`src/hdl/jkvs_pkg.sv`:
```
`timescale 1ns / 1ps
// ----------------------------------------------------------------------------
// jkvs_pkg
// Shared types, register map, status codes and character constants for the
// JSON key/value scanner.
// ----------------------------------------------------------------------------
package jkvs_pkg;

  // configuration port geometry
  localparam int CFG_ADDR_W = 6;
  localparam int CFG_DATA_W = 64;
  localparam int REG_IDX_W  = 3;

  // key storage: five 64-bit registers hold up to 37 characters
  localparam int KEY_REGS  = 5;
  localparam int KEY_CHARS = 37;

  typedef logic [KEY_CHARS-1:0][7:0] key_chars_t;

  // register indexes (byte address / 8)
  localparam logic [REG_IDX_W-1:0] REG_KEY_LOW    = 3'd0;
  localparam logic [REG_IDX_W-1:0] REG_KEY_SECOND = 3'd1;
  localparam logic [REG_IDX_W-1:0] REG_KEY_THIRD  = 3'd2;
  localparam logic [REG_IDX_W-1:0] REG_KEY_FOURTH = 3'd3;
  localparam logic [REG_IDX_W-1:0] REG_KEY_HIGH   = 3'd4;
  localparam logic [REG_IDX_W-1:0] REG_KEY_LENGTH = 3'd5;
  localparam logic [REG_IDX_W-1:0] REG_VALUE_MODE = 3'd6;
  localparam logic [REG_IDX_W-1:0] REG_CAPACITY   = 3'd7;

  // value modes
  localparam logic [1:0] MODE_STRING   = 2'd0;
  localparam logic [1:0] MODE_SIGNED   = 2'd1;
  localparam logic [1:0] MODE_UNSIGNED = 2'd2;

  // status codes
  localparam logic [1:0] ST_OK        = 2'd0;
  localparam logic [1:0] ST_NOT_FOUND = 2'd1;
  localparam logic [1:0] ST_BAD       = 2'd2;

  // reset value of the string capacity
  localparam logic [8:0] CAPACITY_RESET = 9'd64;

  // characters
  localparam logic [7:0] CH_COLON = 8'h3A;
  localparam logic [7:0] CH_QUOTE = 8'h22;
  localparam logic [7:0] CH_MINUS = 8'h2D;
  localparam logic [7:0] CH_PLUS  = 8'h2B;
  localparam logic [7:0] CH_ZERO  = 8'h30;
  localparam logic [7:0] CH_NINE  = 8'h39;
  localparam logic [7:0] CH_TAB   = 8'h09;
  localparam logic [7:0] CH_LF    = 8'h0A;
  localparam logic [7:0] CH_CR    = 8'h0D;
  localparam logic [7:0] CH_SPACE = 8'h20;

  function automatic logic is_ws(input logic [7:0] b);
    return (b == CH_SPACE) || (b == CH_TAB) || (b == CH_LF) || (b == CH_CR);
  endfunction

  function automatic logic is_digit(input logic [7:0] b);
    return (b >= CH_ZERO) && (b <= CH_NINE);
  endfunction

endpackage

```
`src/hdl/jkvs_cell.sv`:
```
`timescale 1ns / 1ps
// ----------------------------------------------------------------------------
// jkvs_cell
// One stage of the recent-byte window: holds a byte, passes it on to the
// next older stage and compares it with the character expected there.
// ----------------------------------------------------------------------------
module jkvs_cell (
  input  logic       clk,
  input  logic       rst_n,
  input  logic       shift_en,
  input  logic       clear,
  input  logic [7:0] byte_in,
  input  logic [7:0] expected,
  input  logic       care,
  output logic [7:0] byte_out,
  output logic       hit
);

  logic [7:0] byte_r;

  // shift in the neighbor's byte, cleared at the end of a document
  always_ff @(posedge clk) begin
    if (!rst_n) begin
      byte_r <= 8'h00;
    end else if (shift_en) begin
      byte_r <= clear ? 8'h00 : byte_in;
    end
  end

  assign byte_out = byte_r;
  // positions outside the pattern always agree
  assign hit      = !care || (byte_r == expected);

endmodule

```
`src/hdl/jkvs_window.sv`:
```
`timescale 1ns / 1ps
// ----------------------------------------------------------------------------
// jkvs_window
// Row of window cells holding the latest document bytes; decides whether the
// newest byte closes the quoted key.
// ----------------------------------------------------------------------------
module jkvs_window #(
  parameter int KEY_MAX_LEN = 37
) (
  input  logic                clk,
  input  logic                rst_n,
  input  logic                shift_en,
  input  logic                clear,
  input  logic [7:0]          text_byte,
  input  jkvs_pkg::key_chars_t key_chars,
  input  logic [5:0]          key_length,
  output logic                match
);
  import jkvs_pkg::*;

  localparam int CELLS = KEY_MAX_LEN + 1;

  logic [CELLS-1:0][7:0] chain;
  logic [CELLS-1:0]      hits;
  logic                  key_ok;
  logic [6:0]            quote_pos;

  assign key_ok    = (key_length <= 6'(KEY_MAX_LEN));
  assign quote_pos = {1'b0, key_length} + 7'd1;

  // cell k holds the byte k+1 places older than the newest one
  for (genvar k = 0; k < CELLS; k++) begin : g_cell
    logic [5:0] key_idx;
    logic [7:0] expected;
    logic       care;
    logic [7:0] byte_in;

    // key character that lines up with this position for the current length
    assign key_idx = key_length - 6'(k + 1);
    always_comb begin
      if (7'(k + 1) <= {1'b0, key_length}) begin
        expected = (key_idx < 6'(KEY_CHARS)) ? key_chars[key_idx] : 8'h00;
      end else begin
        expected = CH_QUOTE;
      end
    end
    assign care = (7'(k + 1) <= quote_pos);

    if (k == 0) begin : g_head
      assign byte_in = text_byte;
    end else begin : g_link
      assign byte_in = chain[k-1];
    end

    jkvs_cell u_cell (
      .clk      (clk),
      .rst_n    (rst_n),
      .shift_en (shift_en),
      .clear    (clear),
      .byte_in  (byte_in),
      .expected (expected),
      .care     (care),
      .byte_out (chain[k]),
      .hit      (hits[k])
    );
  end

  // closing quote arrives now, every cell in the pattern agrees
  assign match = key_ok && (text_byte == CH_QUOTE) && (&hits);

endmodule

```
`src/hdl/json_key_value_scanner.sv`:
```
`timescale 1ns / 1ps
// ----------------------------------------------------------------------------
// json_key_value_scanner
// Streams a JSON document byte by byte, finds the first "key": and extracts
// its value as a string, a signed integer or an unsigned 32-bit integer.
// ----------------------------------------------------------------------------
// The scanner takes one document byte per clock cycle and gives at most one
// result word per byte, in the cycle after the byte is taken. The key search
// runs over a row of KEY_MAX_LEN+1 window cells that all compare at once, and
// the single output register sets the rate: a new byte is taken in the same
// cycle that a waiting result leaves, so the stream runs at one byte per
// cycle while the output side keeps up. A result word carries either one
// string character, the final status with the number, or both when the last
// byte of the document also holds a character. After the status word the
// rest of the document is consumed silently up to in_last_byte, and all scan
// state returns to its reset value there. No clearing pass follows reset.
// The key, length, mode and capacity registers sit at byte addresses 8*i.
// ----------------------------------------------------------------------------
module json_key_value_scanner #(
  parameter int KEY_MAX_LEN = 37,
  parameter int VALUE_WIDTH = 32
) (
  input  logic                            clk,
  input  logic                            rst_n,
  // input channel
  input  logic                            in_valid,
  output logic                            in_ready,
  input  logic [7:0]                      in_text_byte,
  input  logic                            in_last_byte,
  // result channel
  output logic                            out_valid,
  input  logic                            out_ready,
  output logic                            out_char_valid,
  output logic [7:0]                      out_char_byte,
  output logic                            out_done_res,
  output logic [1:0]                      out_status,
  output logic [31:0]                     out_number,
  // configuration port
  input  logic                            psel,
  input  logic                            penable,
  input  logic                            pwrite,
  input  logic [jkvs_pkg::CFG_ADDR_W-1:0] paddr,
  input  logic [jkvs_pkg::CFG_DATA_W-1:0] pwdata,
  output logic [jkvs_pkg::CFG_DATA_W-1:0] prdata,
  output logic                            pready
);
  import jkvs_pkg::*;

  localparam int ACC_W = (VALUE_WIDTH > 32) ? VALUE_WIDTH : 32;
  localparam logic [ACC_W:0]   VAL_ONE  = (ACC_W + 1)'(1) << VALUE_WIDTH;
  localparam logic [ACC_W-1:0] VAL_MASK = ACC_W'(VAL_ONE - (ACC_W + 1)'(1));
  localparam logic [ACC_W-1:0] U32_MASK = ACC_W'(32'hFFFF_FFFF);

  // scan phases
  localparam logic [2:0] PH_SEARCH      = 3'd0;
  localparam logic [2:0] PH_AFTER_KEY   = 3'd1;
  localparam logic [2:0] PH_AFTER_COLON = 3'd2;
  localparam logic [2:0] PH_STRING      = 3'd3;
  localparam logic [2:0] PH_DIGITS      = 3'd4;
  localparam logic [2:0] PH_DONE        = 3'd5;

  // configuration registers
  logic [CFG_DATA_W-1:0] key_regs_r [KEY_REGS];
  logic [5:0]            key_length_r;
  logic [1:0]            value_mode_r;
  logic [8:0]            capacity_r;

  // scan state
  logic [2:0]       phase_r, phase_nxt;
  logic [ACC_W-1:0] acc_r, acc_nxt;
  logic             neg_r, neg_nxt;
  logic             dseen_r, dseen_nxt;
  logic [8:0]       chars_r, chars_nxt;

  // output register
  logic        out_valid_r;
  logic        out_char_valid_r;
  logic [7:0]  out_char_byte_r;
  logic        out_done_res_r;
  logic [1:0]  out_status_r;
  logic [31:0] out_number_r;

  logic             accept;
  logic             match;
  logic             cfg_write;
  logic [REG_IDX_W-1:0] reg_idx;
  key_chars_t       key_chars;
  logic [ACC_W-1:0] acc_digit;
  logic [ACC_W-1:0] acc_signed;
  logic [31:0]      final_num;
  logic             done, cvalid, num_ok, emit;
  logic [1:0]       st;

  // ---------------- configuration port ----------------
  assign pready    = 1'b1;
  assign reg_idx   = paddr[CFG_ADDR_W-1:3];
  assign cfg_write = psel && penable && pwrite;

  always_ff @(posedge clk) begin
    if (!rst_n) begin
      for (int i = 0; i < KEY_REGS; i++) begin
        key_regs_r[i] <= '0;
      end
      key_length_r <= '0;
      value_mode_r <= MODE_STRING;
      capacity_r   <= CAPACITY_RESET;
    end else if (cfg_write) begin
      unique case (reg_idx)
        REG_KEY_LOW:    key_regs_r[0] <= pwdata;
        REG_KEY_SECOND: key_regs_r[1] <= pwdata;
        REG_KEY_THIRD:  key_regs_r[2] <= pwdata;
        REG_KEY_FOURTH: key_regs_r[3] <= pwdata;
        REG_KEY_HIGH:   key_regs_r[4] <= pwdata;
        REG_KEY_LENGTH: key_length_r  <= pwdata[5:0];
        REG_VALUE_MODE: value_mode_r  <= pwdata[1:0];
        REG_CAPACITY:   capacity_r    <= pwdata[8:0];
        default: ;
      endcase
    end
  end

  // register readback
  always_comb begin
    unique case (reg_idx)
      REG_KEY_LOW:    prdata = key_regs_r[0];
      REG_KEY_SECOND: prdata = key_regs_r[1];
      REG_KEY_THIRD:  prdata = key_regs_r[2];
      REG_KEY_FOURTH: prdata = key_regs_r[3];
      REG_KEY_HIGH:   prdata = key_regs_r[4];
      REG_KEY_LENGTH: prdata = CFG_DATA_W'(key_length_r);
      REG_VALUE_MODE: prdata = CFG_DATA_W'(value_mode_r);
      REG_CAPACITY:   prdata = CFG_DATA_W'(capacity_r);
      default:        prdata = '0;
    endcase
  end

  // key characters in order, upper bytes of the last register dropped
  always_comb begin
    for (int i = 0; i < KEY_CHARS; i++) begin
      key_chars[i] = key_regs_r[i / 8][(i % 8) * 8 +: 8];
    end
  end

  // ---------------- handshake ----------------
  assign in_ready = !out_valid_r || out_ready;
  assign accept   = in_valid && in_ready;

  // ---------------- key window ----------------
  jkvs_window #(
    .KEY_MAX_LEN (KEY_MAX_LEN)
  ) u_window (
    .clk        (clk),
    .rst_n      (rst_n),
    .shift_en   (accept),
    .clear      (in_last_byte),
    .text_byte  (in_text_byte),
    .key_chars  (key_chars),
    .key_length (key_length_r),
    .match      (match)
  );

  // ---------------- value extraction ----------------
  // times ten plus digit, wrapped to the mode's width
  always_comb begin
    acc_digit = (acc_r << 3) + (acc_r << 1) + ACC_W'(in_text_byte[3:0]);
    acc_digit = acc_digit & ((value_mode_r == MODE_SIGNED) ? VAL_MASK : U32_MASK);
  end

  always_comb begin
    phase_nxt = phase_r;
    acc_nxt   = acc_r;
    neg_nxt   = neg_r;
    dseen_nxt = dseen_r;
    chars_nxt = chars_r;
    done      = 1'b0;
    cvalid    = 1'b0;
    num_ok    = 1'b0;
    st        = ST_OK;

    unique case (phase_r)
      PH_SEARCH: begin
        if (match) phase_nxt = PH_AFTER_KEY;
      end
      PH_AFTER_KEY: begin
        if (!is_ws(in_text_byte)) begin
          if (in_text_byte == CH_COLON) begin
            phase_nxt = PH_AFTER_COLON;
          end else begin
            phase_nxt = match ? PH_AFTER_KEY : PH_SEARCH;
          end
        end
      end
      PH_AFTER_COLON: begin
        if (!is_ws(in_text_byte)) begin
          unique case (value_mode_r)
            MODE_STRING: begin
              if (in_text_byte == CH_QUOTE && capacity_r != 9'd0) begin
                phase_nxt = PH_STRING;
              end else begin
                done = 1'b1;
                st   = ST_BAD;
              end
            end
            MODE_SIGNED: begin
              if (in_text_byte == CH_MINUS || in_text_byte == CH_PLUS) begin
                neg_nxt   = (in_text_byte == CH_MINUS);
                phase_nxt = PH_DIGITS;
              end else if (is_digit(in_text_byte)) begin
                acc_nxt   = acc_digit;
                dseen_nxt = 1'b1;
                phase_nxt = PH_DIGITS;
              end else begin
                done = 1'b1;
                st   = ST_BAD;
              end
            end
            MODE_UNSIGNED: begin
              if (in_text_byte == CH_PLUS) begin
                phase_nxt = PH_DIGITS;
              end else if (is_digit(in_text_byte)) begin
                acc_nxt   = acc_digit;
                dseen_nxt = 1'b1;
                phase_nxt = PH_DIGITS;
              end else begin
                done = 1'b1;
                st   = ST_BAD;
              end
            end
            default: begin
              done = 1'b1;
              st   = ST_BAD;
            end
          endcase
        end
      end
      PH_STRING: begin
        if (in_text_byte == CH_QUOTE) begin
          done = 1'b1;
          st   = ST_OK;
        end else if ({1'b0, chars_r} + 10'd1 < {1'b0, capacity_r}) begin
          cvalid    = 1'b1;
          chars_nxt = chars_r + 9'd1;
        end else begin
          done = 1'b1;
          st   = ST_BAD;
        end
      end
      PH_DIGITS: begin
        if (is_digit(in_text_byte)) begin
          acc_nxt   = acc_digit;
          dseen_nxt = 1'b1;
        end else begin
          done = 1'b1;
          if (dseen_r) begin
            st     = ST_OK;
            num_ok = 1'b1;
          end else begin
            st = ST_BAD;
          end
        end
      end
      default: ;
    endcase

    if (done) phase_nxt = PH_DONE;

    // end of document before a status was given
    if (in_last_byte && phase_nxt != PH_DONE) begin
      done = 1'b1;
      if (phase_nxt == PH_SEARCH || phase_nxt == PH_AFTER_KEY) begin
        st = ST_NOT_FOUND;
      end else if (phase_nxt == PH_DIGITS && dseen_nxt) begin
        st     = ST_OK;
        num_ok = 1'b1;
      end else begin
        st = ST_BAD;
      end
    end
  end

  // final number, negated in signed mode
  always_comb begin
    acc_signed = neg_nxt ? (ACC_W'(0) - acc_nxt) : acc_nxt;
    if (value_mode_r == MODE_SIGNED) begin
      final_num = 32'(acc_signed & VAL_MASK);
    end else begin
      final_num = 32'(acc_nxt);
    end
  end

  assign emit = cvalid || done;

  // scan state, back to reset after the last byte
  always_ff @(posedge clk) begin
    if (!rst_n) begin
      phase_r <= PH_SEARCH;
      acc_r   <= '0;
      neg_r   <= 1'b0;
      dseen_r <= 1'b0;
      chars_r <= '0;
    end else if (accept) begin
      if (in_last_byte) begin
        phase_r <= PH_SEARCH;
        acc_r   <= '0;
        neg_r   <= 1'b0;
        dseen_r <= 1'b0;
        chars_r <= '0;
      end else begin
        phase_r <= phase_nxt;
        acc_r   <= acc_nxt;
        neg_r   <= neg_nxt;
        dseen_r <= dseen_nxt;
        chars_r <= chars_nxt;
      end
    end
  end

  // ---------------- output register ----------------
  always_ff @(posedge clk) begin
    if (!rst_n) begin
      out_valid_r <= 1'b0;
    end else if (in_ready) begin
      out_valid_r <= accept && emit;
    end
  end

  always_ff @(posedge clk) begin
    if (accept && emit) begin
      out_char_valid_r <= cvalid;
      out_char_byte_r  <= cvalid ? in_text_byte : 8'h00;
      out_done_res_r   <= done;
      out_status_r     <= done ? st : ST_OK;
      out_number_r     <= num_ok ? final_num : 32'd0;
    end
  end

  assign out_valid      = out_valid_r;
  assign out_char_valid = out_char_valid_r;
  assign out_char_byte  = out_char_byte_r;
  assign out_done_res   = out_done_res_r;
  assign out_status     = out_status_r;
  assign out_number     = out_number_r;

  // ---------------- assertions ----------------
  // every result word carries a character or a status
  a_word_has_content: assert property (@(posedge clk) disable iff (!rst_n)
    out_valid_r |-> (out_char_valid_r || out_done_res_r))
    else $error("result word with neither character nor status");

  // status and number stay zero until the document is settled
  a_idle_fields_zero: assert property (@(posedge clk) disable iff (!rst_n)
    (out_valid_r && !out_done_res_r) |-> (out_status_r == ST_OK && out_number_r == 32'd0))
    else $error("status or number set on a character-only word");

  // the last byte returns the scan to the key search
  a_last_resets: assert property (@(posedge clk) disable iff (!rst_n)
    (accept && in_last_byte) |=> (phase_r == PH_SEARCH && !dseen_r && chars_r == 9'd0))
    else $error("scan state not cleared after the last byte");

  // characters only come out of a quoted string value
  a_char_in_string: assert property (@(posedge clk) disable iff (!rst_n)
    (accept && cvalid) |-> (phase_r == PH_STRING))
    else $error("character emitted outside a string value");

  // a digit was seen only while parsing or after the number settled
  a_digit_phase: assert property (@(posedge clk) disable iff (!rst_n)
    dseen_r |-> (phase_r == PH_DIGITS || phase_r == PH_DONE))
    else $error("digit flag set outside number parsing");

endmodule
```
`config.mk`:
```
export PLATFORM = sky130hd
export DESIGN_NAME = json_key_value_scanner
export DESIGN_NICKNAME = d
export VERILOG_FILES = /design/src/hdl/jkvs_pkg.sv /design/src/hdl/jkvs_cell.sv /design/src/hdl/jkvs_window.sv /design/src/hdl/json_key_value_scanner.sv
export SDC_FILE = /design/constraint.sdc
export NUM_CORES = 2
export LEC_CHECK = 0
export ABC_CLOCK_PERIOD_IN_PS = 10500
export BUFFER_PORTS_ARGS = -buffer_cell sky130_fd_sc_hd__buf_2
export CAP_MARGIN = 20
export CORE_ASPECT_RATIO = 1.2
export CORE_MARGIN = 1
export CORE_UTILIZATION = 65
export DETAILED_ROUTE_END_ITERATION = 16
export PLACE_DENSITY = 0.83
export SLEW_MARGIN = 10
export SYNTH_ARGS = -nofsm -noshare
export SYNTH_HDL_FRONTEND = slang
export SYNTH_SLANG_ARGS = --single-unit
export TNS_END_PERCENT = 20
```
`constraint.sdc`:
```
create_clock -name clk -period 10.5 [get_ports clk]
set_input_delay 2.1 -clock clk [delete_from_list [all_inputs] [get_ports clk]]
set_output_delay 2.1 -clock clk [all_outputs]
set_load 0.02 [all_outputs]
```
==> results summary, run 1 <==
The H-tree was split into 3 levels. In this run the tool buffered the top-level ports with 192 buffer cells. The post-CTS resize count came out at 0.

The global route total overflow is 253. The fraction of synthesis flops using an asynchronous set or reset pin is 0. The tool reported: "[ERROR GRT-0116] Global routing finished with congestion. Check the congestion regions in the DRC Viewer". The initial cell density of the core came out at 0.6556.

Clock tree synthesis inserted a total of 81 buffers. The total I/O pin count is 197. The count of clock tree sinks is 732. The via count of the first global-routing pass came out at 74.57k. mux4_2 takes more of the synthesized area than any other cell. The post-synthesis net count is 7746.

Of the post-synthesis cell area, the dominant cell type holds 0.1747. The run stopped with a tool error. The detailed-placement wirelength estimate came out at 274700 um. Counting every instance in the synthesized netlist gives 7556.

The height of the chip came out at 360.5 um. The yosys synthesis warning count came out at 0. The first global-routing pass estimated 572600 um of wire. The number of buffers inserted by post-CTS setup repair came out at 0. In the synthesized netlist the dominant register cell turns out to be dfxtp_1.

Including well taps, the total number of placed cells is 8733. The pin count of the biggest net entering global routing came out at 181. After synthesis, the cell types taking the most area are mux4_2 (17%), edfxtp_1 (16%), dfxtp_1 (11%), mux2i_1 (4.8%), a21oi_1 (4.2%). The count of flip-flops with a built-in enable after synthesis came out at 364. The count of cell types in the netlist is 107. Progress stopped at global routing. The synthesis-stage register bit count came out at 732. The sequential element share of the synthesized area came out at 0.2628. Routability-driven placement finished with a final weighted congestion of 1.423. The quantity of hold-fixing buffers added after cts is 0.

In this run the clock root is driven by a clkbuf_16. In the global route stage, overall resource usage came out at 0.7349. The deepest clock path buffer count came out at 3. The number of standard-cell rows in the floorplan is 131. The average size of a mapped cell is 9.215 um2. After synthesis the cells add up to 69630 um2. The width of the die came out at 300.8 um.
## per-stage QoR
step           setup slack, ps  instance area (um2)
2_1_floorplan             2340                69630
3_3_place_gp              3163                71470
3_5_place_dp              2995                71480
4_1_cts                   3263                74020
## routing by layer
metal  GRT usage  GRT overflow
met3      0.5792             1
met1      0.7611             1
met2      0.8924           148
met5      0.3212             0
met4      0.6706           103
## cells in the mapped netlist, types with 47 or more instances
cell type and number:
a211oi_1 49, a21oi_1 580, a221oi_1 55, a22oi_1 133
a31oi_1 112, and2_1 121, and3_1 291, buf_1 68
buf_2 88, clkbuf_1 367, dfxtp_1 368, edfxtp_1 364
ha_1 102, inv_1 174, mux2_2 90, mux2i_1 335
mux4_2 540, nand2_1 610, nand2b_1 64, nand3_1 180
nand4_1 56, nor2_1 420, nor2b_1 392, nor3_1 224
nor4_1 47, o211ai_1 55, o21ai_0 381, o221ai_1 58
o22ai_1 135, xnor2_1 152, xor2_1 73
## logic make-up after synthesis
logic type / count (synthesis) / share of synthesized area
XOR/XNOR: 227 / 0.02877
AO/OA/AOI/OAI: 2134 / 0.2031
AND/OR/NAND/NOR: 2611 / 0.1948
other: 1 / 0.00005385
buffers and inverters: 763 / 0.04729
flip-flops: 732 / 0.2628
adder cells (fa/ha/maj): 104 / 0.01890
multiplexers: 984 / 0.2443
==> run 2: changes to the inputs <==
--- a/config.mk
+++ b/config.mk
@@ -8,11 +8,10 @@
 export ABC_CLOCK_PERIOD_IN_PS = 10500
 export BUFFER_PORTS_ARGS = -buffer_cell sky130_fd_sc_hd__buf_2
 export CAP_MARGIN = 20
-export CORE_ASPECT_RATIO = 1.2
 export CORE_MARGIN = 1
-export CORE_UTILIZATION = 65
+export CORE_UTILIZATION = 40
 export DETAILED_ROUTE_END_ITERATION = 16
-export PLACE_DENSITY = 0.83
+export PLACE_DENSITY_LB_ADDON = 0.15
 export SLEW_MARGIN = 10
 export SYNTH_ARGS = -nofsm -noshare
 export SYNTH_HDL_FRONTEND = slang
==> run 2 against run 1 <==
The run now ends clean. Area after synthesis unchanged. Synthesized cell count unchanged.
==> results summary, run 2 <==
The run finished with clean final reports. The share of the synthesized area in the top cell type came out at 0.1747 (unchanged). For this design the ratio of total power to cell area is 107.7 nW/um2. The reg-to-reg startpoint is key_length_r[1]$_SDFFE_PN0P_. In this run the critical register-to-register path is captured at phase_r[0]$_SDFFE_PN0P_. The critical path start-end classification is register to register.

The minimum clock period after layout is 7690 ps. The endpoint arrival time on the critical path is 8400 ps. For this design the total switching power over the nets is 2.790 mW. The post-synthesis net count was 7746 (unchanged). The count of cell types in the netlist is 107 (unchanged). The internal power contribution is 5.430 mW. The final-layout fill cell count is 16.88k.

Compared with the post-synthesis result, the final layout area differs by 9.599%. The number of iterations in the first detailed-routing pass is 6. Setup repair after global routing left no endpoint under its margin.

The top register by number of flip-flops is key_regs_r. The worst-case clock skew came out at 33.66 ps. The final hold violation count was 0.

Static timing analysis puts the maximum clock frequency at 130.0 MHz. Of the total power, the share spent switching nets is 0.3394. The height of the chip came to 419.2 um (+16%). By area the synthesized netlist is led by mux4_2 (17%), edfxtp_1 (16%), dfxtp_1 (11%), mux2i_1 (4.8%), a21oi_1 (4.2%). In this run the worst setup path begins at key_length_r[1]$_SDFFE_PN0P_.

The global route total overflow came out at 0. The sequential share of power is 0.395. The cell area after synthesis was 69630 um2 (unchanged).

At the pin with the least slew margin, the transition time is 1488 ps. The maximum fanout encountered on the critical timing path came out at 36. The deepest clock path buffer count is 3 (unchanged).

The post-CTS resize count came out at 0 (unchanged). Among all flip-flop cells after synthesis, the most frequent one is dfxtp_1. For this run, design rule violations remaining after detail routing come to 0. nand2_1 is the most common cell in the netlist. STA classifies the critical path startpoint as a register. The yosys synthesis warning count came out at 0 (unchanged). The slowest cell on the critical path is o41ai_2. Grouping stages by cell kind, the critical path spends the most delay in multiplexers.

Setup violations remaining at the end of the flow were counted as 0. The post-synthesis cell count was 7556 (unchanged). The internal reg-to-reg setup slack came out at 2810 ps. The remaining max-slew budget at the tightest pin came out at 0.007836.

The die area is 175800 um2. The max-slew violation count was 0. The storage element area is 18320 um2. The detailed-placement wirelength estimate came out at 340500 um (+24%).

For this run, the total global-route usage over all layers was measured as 0.4835. The max capacitance violation total came out at 0. The number of I/O port buffers is 192 (unchanged).

The number of buffers inserted by post-CTS setup repair is 0 (unchanged). The number of buffer and inverter instances along the worst setup path is 2. The number of antenna violations at the first check in global routing is 51. The count of flip-flops with a built-in enable after synthesis came out at 364 (unchanged). The endpoint required time on the critical path is 11210 ps. The share of total power dissipated in the clock network is 0.399.

The number of CTS-inserted buffers was 89 (+9.9%). The total routed wirelength came out at 435300 um. The critical path goes through inv_2 > ha_4 > buf_4 > mux4_2 > mux4_2 > o2111ai_1 > mux2_1 > o311ai_1 > or4_1 > o41ai_2 > nand4_1 > nor4_1 > nand4_1 > a21boi_1. The fraction of synthesis flops using an asynchronous set or reset pin is 0 (unchanged). The width of the die is 419.2 um (+39%). The initial cell density of the core came to 0.4041 (-0.2515). In this run the remaining antenna-violating nets after routing total 0. In the routed layout, each cell is associated on average with a via count of 7.336.

The via count of the first global-routing pass came out at 64.71k. The H-tree depth is 3 (unchanged). The worst hold path begins at u_window.g_cell[37].u_cell.byte_out[1]$_SDFFE_PN0P_. The weighted congestion at the end of routability-driven global placement came out at 1.174 (-17%). The cell count of the worst reg-to-reg path is 14. The pin count of the biggest net entering global routing is 205. The count of clock tree sinks came out at 732 (unchanged).

The combinational power share is 0.206. IR analysis of the VDD net gives a maximum drop of 184.3 uV. The first global-routing pass estimated 577500 um of wire. The number of standard-cell rows in the floorplan came out at 152 (+16%).

The synthesized design spends more area on one cell type than any other, namely mux4_2. The total I/O pin count came out at 197 (unchanged). The path class of the tightest hold or removal check is register to register. The CTS tree is done. The library cell used most frequently in the layout, excluding fill and tap cells, is nand2_1. The commonest cells after synthesis are nand2_1 (610), a21oi_1 (580), mux4_2 (540). The number of nets in the layout came out at 7683. The area taken by multi-input logic gates came out at 48480 um2.

The synthesis-stage register bit count is 732 (unchanged). The area of the core is 172300 um2. The register with the most flip-flops in the layout has 320 of them. The total via count in the routed design came out at 72.72k.

The fraction of final layout cells sized beyond drive strength 1 is 0.1770. The average wire per standard cell came out at 43.92 um. Dividing the final minimum period by the clock period gives 0.7324. The sequential element share of the synthesized area came to 0.2628 (unchanged).

In the layout the commonest cells are nand2_1 (608), a21oi_1 (577), mux4_2 (540). The power consumption is 8.220 mW. The number of DRC violations after detailed-routing iteration 0 came out at 11.79k. Clock tree synthesis selected as its root buffer the cell clkbuf_16. For the final routed database, the setup TNS stands at 0 ps.

The worst setup path is captured at a register. The most critical setup path has its endpoint at phase_r[0]$_SDFFE_PN0P_. The number of logic stages on the critical path including buffering came out at 14. The clock-pin slew on the worst setup and hold paths is 70 ps. The largest single stage delay on the critical path is 1000 ps. The clock latency of the later-clocked register in the worst-skew pair came out at 780 ps. The quantity of hold-fixing buffers added after cts is 0 (unchanged). The average size of a mapped cell is 9.215 um2 (unchanged). The static leakage is 26.88 nW.
==> run 2: routing by layer <==
metal / global-route usage / up-vias / part of all wire
met5: 0.001389 / - / 0.00043
met4: 0.3940 / 24 / 0.097
met3: 0.1968 / 1256 / 0.14
met2: 0.6542 / 5499 / 0.40
met1: 0.5980 / 36530 / 0.37
li1: - / 29410 / -
==> run 2: area by class of cell <==
cell class,count,share of cell area
multi-input cells,6061,0.6353
flip-flops and latches,732,0.2401
well taps,2310,0.03787
repair buffers,430,0.03769
clock buffers,120,0.03353
inverters,179,0.008886
clock inverters,42,0.005460
diodes,38,0.001246
==> run 2: worst min-delay path by stage <==
stage                                                     endpoint  slack, ps  depth (start not counted)
2_1_floorplan                           capacity_r[3]$_SDFFE_PN0P_        480                          2
3_3_place_gp                            capacity_r[3]$_SDFFE_PN0P_        500                          2
3_5_place_dp                            capacity_r[3]$_SDFFE_PN0P_        510                          2
4_1_cts                                 capacity_r[3]$_SDFFE_PN0P_        530                          2
5_1_grt        u_window.g_cell[37].u_cell.byte_out[6]$_SDFFE_PN0P_        540                          2
6_report       u_window.g_cell[37].u_cell.byte_out[1]$_SDFFE_PN0P_        530                          2
==> run 2: per-stage QoR <==
stage | hold slack, ps | setup WS, ps | cell area (um2) | util | instances
2_1_floorplan | 482.6 | 2340 | 69630 | - | 7556
3_3_place_gp | 500.7 | 3177 | 73170 | 0.4247 | 9703
3_5_place_dp | 511.1 | 3168 | 73190 | 0.4248 | 9706
4_1_cts | 528.2 | 3127 | 76170 | 0.4420 | 9868
5_1_grt | 540.1 | 2765 | 76220 | 0.4424 | 9874
6_report | 531.2 | 2810 | 76320 | 0.4429 | 9912
==> run 2: logic make-up after synthesis <==
| kind of cell | count (synthesis) | share of synthesized area |
|---|---|---|
| adders and majority gates | 104 | 0.01890 |
| buffers and inverters | 763 | 0.04729 |
| other | 1 | 0.00005385 |
| DFF | 732 | 0.2628 |
| and+or+nand+nor | 2611 | 0.1948 |
| xor gates and xnor gates | 227 | 0.02877 |
| muxes | 984 | 0.2443 |
| AOI/OAI and AO/OA | 2134 | 0.2031 |
==> run 2: worst register-to-register path: cells and delay by family (launching register included) <==
kind,cells,cell delay [ps]
mux,3,1790
simple gates,4,1600
compound gates,4,1560
buf+inv,2,1120
fa+ha+maj,1,860
flops,1,670
==> run 2: power groups by stage <==
stage	sequential, mW	clock (mW)	combinational [mW]
5_1_grt	3.25	3.39	1.67
3_3_place_gp	3.29	0	1.58
2_1_floorplan	3.23	0	0.830
3_5_place_dp	3.30	0	1.58
4_1_cts	3.23	3.29	1.59
6_report	3.25	3.28	1.70
Power figures use the tool's default switching activity.
